File: src/hdl/eaae_pkg.sv
package eaae_pkg;

   // input angle format and CORDIC depth
   localparam int ANGLE_FRAC_BITS = 13;
   localparam int CORDIC_STEPS    = 16;

   // internal fixed point: Q30, wide enough for wrapped angles at the Q3.13 input format
   localparam int INT_FRAC = 30;
   localparam int DW       = 38;
   localparam int MW       = 34;   // multiplier operand width
   localparam int UP_SHIFT = INT_FRAC - ANGLE_FRAC_BITS;
   localparam int WRAP_MAX = 8;    // largest multiple of 2*pi removed by range reduction

   typedef logic signed [DW-1:0] q_type;
   typedef logic signed [MW-1:0] m_type;

   localparam q_type Q_PI      = q_type'(64'sd3373259426);
   localparam q_type Q_HALF_PI = q_type'(64'sd1686629713);
   localparam q_type Q_TWO_PI  = q_type'(64'sd6746518852);
   localparam m_type Q_GAIN    = m_type'(64'sd652032874);
   localparam m_type OUT_SCALE = m_type'(64'sd480631834);
   localparam int    OUT_SHIFT = 46;
   localparam int    OUT_LIMIT = 23040;

   // square root: 64-bit radicand, two bits per step
   localparam int SQ_IN_W = 64;
   localparam int SQ_STEPS = SQ_IN_W / 2;
   localparam int SQ_RT_W = SQ_STEPS;
   localparam int SQ_RM_W = SQ_RT_W + 4;

   // pipeline depths in register stages
   localparam int ROT_LAT = CORDIC_STEPS + 3;
   localparam int VEC_LAT = CORDIC_STEPS + 1;
   localparam int SQ_LAT  = SQ_STEPS + 1;

   function automatic q_type atan_q30(input int i);
      q_type r;
      case (i)
         0:       r = q_type'(843314857);
         1:       r = q_type'(497837829);
         2:       r = q_type'(263043837);
         3:       r = q_type'(133525159);
         4:       r = q_type'(67021687);
         5:       r = q_type'(33543516);
         6:       r = q_type'(16775851);
         7:       r = q_type'(8388437);
         8:       r = q_type'(4194283);
         9:       r = q_type'(2097149);
         10:      r = q_type'(1048576);
         11:      r = q_type'(524288);
         12:      r = q_type'(262144);
         13:      r = q_type'(131072);
         14:      r = q_type'(65536);
         15:      r = q_type'(32768);
         16:      r = q_type'(16384);
         17:      r = q_type'(8192);
         18:      r = q_type'(4096);
         19:      r = q_type'(2048);
         20:      r = q_type'(1024);
         21:      r = q_type'(512);
         22:      r = q_type'(256);
         23:      r = q_type'(128);
         default: r = '0;
      endcase
      return r;
   endfunction

   // Q30 product, floor shift
   function automatic q_type qmul(input m_type a, input m_type b);
      logic signed [2*MW-1:0] p;
      p = a * b;
      return p[INT_FRAC+DW-1:INT_FRAC];
   endfunction

endpackage

File: src/hdl/eaae_sqrt.sv
module eaae_sqrt (
   input  logic                                clock,
   input  logic                                reset,
   input  logic                                i_vld,
   input  logic [eaae_pkg::SQ_IN_W-1:0]        i_v,
   output logic                                o_vld,
   output logic [eaae_pkg::SQ_RT_W-1:0]        o_root
);

   localparam int N  = eaae_pkg::SQ_STEPS;
   localparam int IW = eaae_pkg::SQ_IN_W;
   localparam int RW = eaae_pkg::SQ_RT_W;
   localparam int MW = eaae_pkg::SQ_RM_W;

   logic [IW-1:0] v_ff    [0:N];
   logic [MW-1:0] rem_ff  [0:N];
   logic [RW-1:0] root_ff [0:N];
   logic          vld_ff  [0:N];

   always_ff @(posedge clock) begin
      v_ff[0]    <= i_v;
      rem_ff[0]  <= '0;
      root_ff[0] <= '0;
      if (reset)
         vld_ff[0] <= 1'b0;
      else
         vld_ff[0] <= i_vld;
   end

   // one result bit per stage, digit-by-digit restoring form
   for (genvar k = 0; k < N; k++) begin : g_step
      logic [MW-1:0] rem_n, trial;
      assign rem_n = {rem_ff[k][MW-3:0], v_ff[k][IW-1:IW-2]};
      assign trial = MW'({root_ff[k], 2'b01});
      always_ff @(posedge clock) begin
         v_ff[k+1] <= {v_ff[k][IW-3:0], 2'b00};
         if (rem_n >= trial) begin
            rem_ff[k+1]  <= rem_n - trial;
            root_ff[k+1] <= {root_ff[k][RW-2:0], 1'b1};
         end else begin
            rem_ff[k+1]  <= rem_n;
            root_ff[k+1] <= {root_ff[k][RW-2:0], 1'b0};
         end
         if (reset)
            vld_ff[k+1] <= 1'b0;
         else
            vld_ff[k+1] <= vld_ff[k];
      end
   end

   assign o_root = root_ff[N];
   assign o_vld  = vld_ff[N];

endmodule

File: config.mk
export PLATFORM = sky130hd
export DESIGN_NAME = eaae_sqrt
export DESIGN_NICKNAME = d
export VERILOG_FILES = /design/src/hdl/eaae_pkg.sv /design/src/hdl/eaae_sqrt.sv
export SDC_FILE = /design/constraint.sdc
export NUM_CORES = 2
export LEC_CHECK = 0
export BUFFER_PORTS_ARGS = -buffer_cell sky130_fd_sc_hd__buf_2
export CAP_MARGIN = 20
export CORE_ASPECT_RATIO = 0.8
export CORE_MARGIN = 4
export CORE_UTILIZATION = 43
export DETAILED_ROUTE_END_ITERATION = 10
export GPL_TIMING_DRIVEN = 0
export PLACE_DENSITY = 0.65
export SETUP_SLACK_MARGIN = 0.2
export SYNTH_ARGS = -nofsm -noshare
export SYNTH_HDL_FRONTEND = slang
export SYNTH_MEMORY_MAX_BITS = 65536
export SYNTH_SLANG_ARGS = --single-unit
File: constraint.sdc
create_clock -name clock -period 4.2 [get_ports clock]
set_input_delay 0.21 -clock clock [delete_from_list [all_inputs] [get_ports clock]]
set_output_delay 0.21 -clock clock [all_outputs]
set_load 0.005 [all_outputs]
# --- After elaboration in Yosys (flattened, before gate mapping) ---
# Memories as Yosys holds them, arrays and structs flattened.
# Index checks and enable logic that the tools add are counted.
word_totals:
  out_inout_bits: 33
  n_memories: 4
  inputBits: 67
  regBits: 0
  ram_bits: 4389
  wordCells: 361
memory_table:
  columns: ["name", "depth", "word_bits", "read_ports", "rd_ports_with_merged_regs", "wr", "line", "rtl"]
  rows:
  - ["v_ff", 33, 64, 32, 0, 33, "eaae_sqrt.sv:15", "logic [IW-1:0] v_ff [0:N];"]
  - ["rem_ff", 33, 36, 32, 0, 33, "eaae_sqrt.sv:16", "logic [MW-1:0] rem_ff [0:N];"]
  - ["root_ff", 33, 32, 33, 0, 33, "eaae_sqrt.sv:17", "logic [RW-1:0] root_ff [0:N];"]
  - ["vld_ff", 33, 1, 33, 0, 33, "eaae_sqrt.sv:18", "logic vld_ff [0:N];"]
op_classes:
  muxes: 196
  add_sub_neg: 32
  n_bitwise: 97
  magnitude_cmp: 32
op_table:
  columns: ["op", "count"]
  rows:
  - ["36-bit by 34-bit greater-or-equal comparator with 1-bit output", 32]
  - ["36-bit 2-to-1 mux", 32]
  - ["36-bit by 34-bit subtractor with 36-bit output", 32]
  - ["32-bit 2-to-1 mux", 32]
  - ["1-bit 2-to-1 mux", 132]
  - ["1-bit OR", 97]

# --- Depth between registers and ports, before layout ---
# An unclocked memory read counts as a cell.
logic_depth:
  ltp_word: 5
  mapped_depth: 14
  mapped_depth_nobuf: 12

# --- Worst setup path before layout ---
# OpenSTA, ideal clock, no wires.
synth_path:
  path_kind: "reg-to-reg"
  start: "memory rem_ff[16][22] (netlist bit)"
  end: "memory rem_ff[17][33] (netlist bit)"
  slack_ns: 1.138
  setup_ns: 0.139
  required_time_ns: 4.061
  period_less_slack_ns: 3.062
  arrival_ns: 2.923
  path_stages_with_launch: 10
  path_buffers: 0
  path_cell_list: "dfxtp_1 or4_4 or4_4 or3_1 or3b_1 or2_1 and2_4 o21ai_4 a2111oi_1 xor2_1"
synth_rtl:
  columns: ["element", "line"]
  rows:
  - ["start, declared", "eaae_sqrt.sv:16"]

==> flow_summary_export.csv <==
group,metric,value,unit
power,ir_worst_vdd,0.0004297,V
global_routing,grt_usage,0.1752,
sta,finalHoldViolations,0,
sta,skew,0.05250,ns
synthesis,synth_edf_count,0,
global_routing,antenna_found_initial,14,
cts,root_buffer,"clkbuf_16",
floorplan,die_w,531.5,um
critical_path,reg2reg_depth,10,
sta,period_minus_slack,3.887,ns
synthesis,synthesis.nets,9878,
critical_path,startpoint,"root_ff[26][11]$_DFF_P_",
min_path,worstHoldPathCells,3,
finish,nNetsFinal,10360,
finish,fill_cells,19580,
sta,worst_pin_slew,1.082,ns
sta,setup_viol,0,
synthesis,synth_top_area_share,0.5563,
cts,cts-buffers-inserted,249,
synthesis,synth_ff_type,"dfxtp_1",
drt,initialDrtViolationCount,4450,
global_routing,grt_overflow,0,
cts,clockBufferDepth,4,
power,powerDensity,598.7,nW/um2
cts,cts_tree,"yes",
floorplan,row_count,153,
floorplan,core,217700,um2
drt,drtPass1Iterations,6,
sta,rsz0062_at_grt,"false",
finish,register_area,52450,um2
critical_path,cp-start-kind,"flip-flop",
global_routing,grt_max_degree,18,
drt,vias,65170,
min_path,hp-class,"in2reg",
place,dpl.hpwl,153200,um
drt,route.detailed.drc,0,
finish,area.growth.synth_to_final,15.32,%
finish,drive_above_1_share,0.06832,
place,io_buffers,99,
cts,h-tree-depth,4,
drt,final_antenna_net_count,0,
synthesis,synthCells,9249,
place,postPlaceCellArea,98380,um2
finish,final_cells,12810,
critical_path,crit_type,"reg2reg",
critical_path,endpoint_kind,"flip-flop",
finish,final_cell_mix,"dfxtp_1, inv_1, nand2_1",
min_path,min_from,"reset",
sta,layout_setup_ws,0.3125,ns
synthesis,syn-cell-area,94280,um2
synthesis,avgSynthCellArea,10.19,um2
critical_path,cp_max_fo,9,
sta,maxSlewHeadroom,0.2756,
critical_path,reg2reg_from,"root_ff[26][11]$_DFF_P_",
power,p_leak,0.05053,uW
finish,final_common_cell,"dfxtp_1",
floorplan,start_util,0.4332,
floorplan,die_h,426.8,um
cts,clk_transition_reported_paths,0.07,ns
sta,fin_crit_sh,0.9256,
synthesis,synthArstFlopShare,0,
sta,fmax,257.2,MHz
finish,multi_input_area,38510,um2
finish,post-route-cell-area,108700,um2
cts,insertion_delay,0.90,ns
status,status,"completed",
global_routing,grt_pass1_wl,329300,um
finish,final_core_util,0.4995,
global_routing,grt_pass1_vias,63770,
synthesis,yosys_warnings,0,
job,cap_viol_max_count,0,
synthesis,synth.distinct_cells,95,
critical_path,required,4.96,ns
place,place_ws,-0.09458,ns
sta,slew_viol_final,0,
synthesis,synth_seq_cells,2620,
drt,viasPerCell,5.088,
synthesis,seq_area_frac_synth,0.5563,
critical_path,cp_data_arrival_time,4.65,ns
synthesis,yosysTopAreaCell,"dfxtp_1",
floorplan,dieArea,226900,um2
floorplan,top_level_ports,100,
place,gp_congestion,0.8935,
drt,wl_per_cell,15.93,um
place,place_inst,12220,
drt,drt-total-wl,204000,um
synthesis,synthTopCellsByArea,"dfxtp_1, ha_1, xnor2_1",
cts,clkSinkCount,2620,
timing repair:
item / CTS / global route
endpoints found under the setup margin: 85 / 195
hold buffers: 132 / 0
setup buffers: 0 / 0
resized for setup: 11 / 43
hold endpoints to repair: 97 / 0
pin swaps: 0 / 1
stage by stage:
stage,power [uW],TNS [ns],hold slack [ns]
finish,65090,0,0.1226
floorplan,38610,0,0.2377
detailed placement,41720,-0.8489,0.3121
CTS,65880,0,0.002230
global placement,41490,-1.103,0.3096
global route,68610,0,0.08739
metal layers:
metal | up-vias | wire length [um] | GRT usage
met1 | 30600 | 95280 | 0.2378
met5 | - | 0 | 0
met3 | 368 | 12130 | 0.03029
met2 | 1544 | 91570 | 0.2884
li1 | 32660 | - | -
met4 | 0 | 5025 | 0.04687
synth_stat cells (18+ instances only):
cell / n
a21o_1: 253
nor4_1: 111
a31oi_1: 55
nand4_1: 101
a21boi_0: 21
a2111oi_0: 28
inv_1: 706
or3_1: 90
nand2b_1: 132
clkbuf_1: 166
dfxtp_1: 2620
and3_1: 47
mux2_2: 35
nor2_1: 523
xor2_1: 412
or4_1: 61
a211o_1: 19
nor3b_1: 23
a211oi_1: 59
nor3_1: 232
nand2_1: 680
nand3_1: 160
ha_1: 562
o31ai_1: 67
o21a_1: 85
and4_1: 18
o211ai_1: 26
nand3b_1: 25
or2_2: 37
and2_1: 28
a21oi_1: 521
o21ai_0: 532
nor2b_1: 95
xnor2_1: 416
o21bai_1: 37
area by class of cell:
type,count,area share
Antenna cell,3,0.00006905
Clock buffer,340,0.06575
Buffer,191,0.007135
Sequential cell,2620,0.4824
Timing Repair Buffer,235,0.01696
Inverter,711,0.02458
Multi-Input combinational cell,5727,0.3542
Clock inverter,114,0.01589
Tap cell,2867,0.03299
worst max-delay path, cell delays in order (launching register included):
cell,delay (ns)
dfxtp_1,0.34
inv_1,0.05
ha_1,0.26
clkbuf_1,0.19
a21o_1,0.25
a21o_1,0.20
a2111oi_0,0.41
nand3_1,0.26
a31oi_1,0.94
inv_1,0.48
mux2_2,0.40
report_power, final:
part / leakage, uW / internal [uW] / total, uW / switching, uW
combinational: 0.0243 / 4310 / 9690 / 5380
clock: 0.00433 / 14300 / 23700 / 9400
sequential: 0.0219 / 28800 / 31700 / 2900
total: 0.0505 / 47400 / 65100 / 17700
path summary, 6_finish.rpt:
kind / slack (ns) / endpoint
setup reg to reg: 0.31 / rem_ff[27][6]$_DFF_P_
setup / recovery: 0.31 / rem_ff[27][6]$_DFF_P_
hold / removal: 0.12 / vld_ff[7]$_SDFF_PP0_
hold reg to reg: 0.29 / v_ff[0][1210]$_DFF_P_
flip-flops by register name (all words and copies together) (netlist names):
name     cells
v_ff      1056
rem_ff    1003
root_ff    528
vld_ff      33
kinds of logic after synthesis:
| logic type | synth area share |
|---|---|
| compound gates | 0.1231 |
| xor+xnor | 0.07692 |
| fa+ha+maj | 0.07458 |
| buf+inv | 0.03630 |
| flops | 0.5563 |
| mux | 0.004923 |
| other cells | 0.00003977 |
| simple gates | 0.1278 |
(Power assumes the default switching activity.)
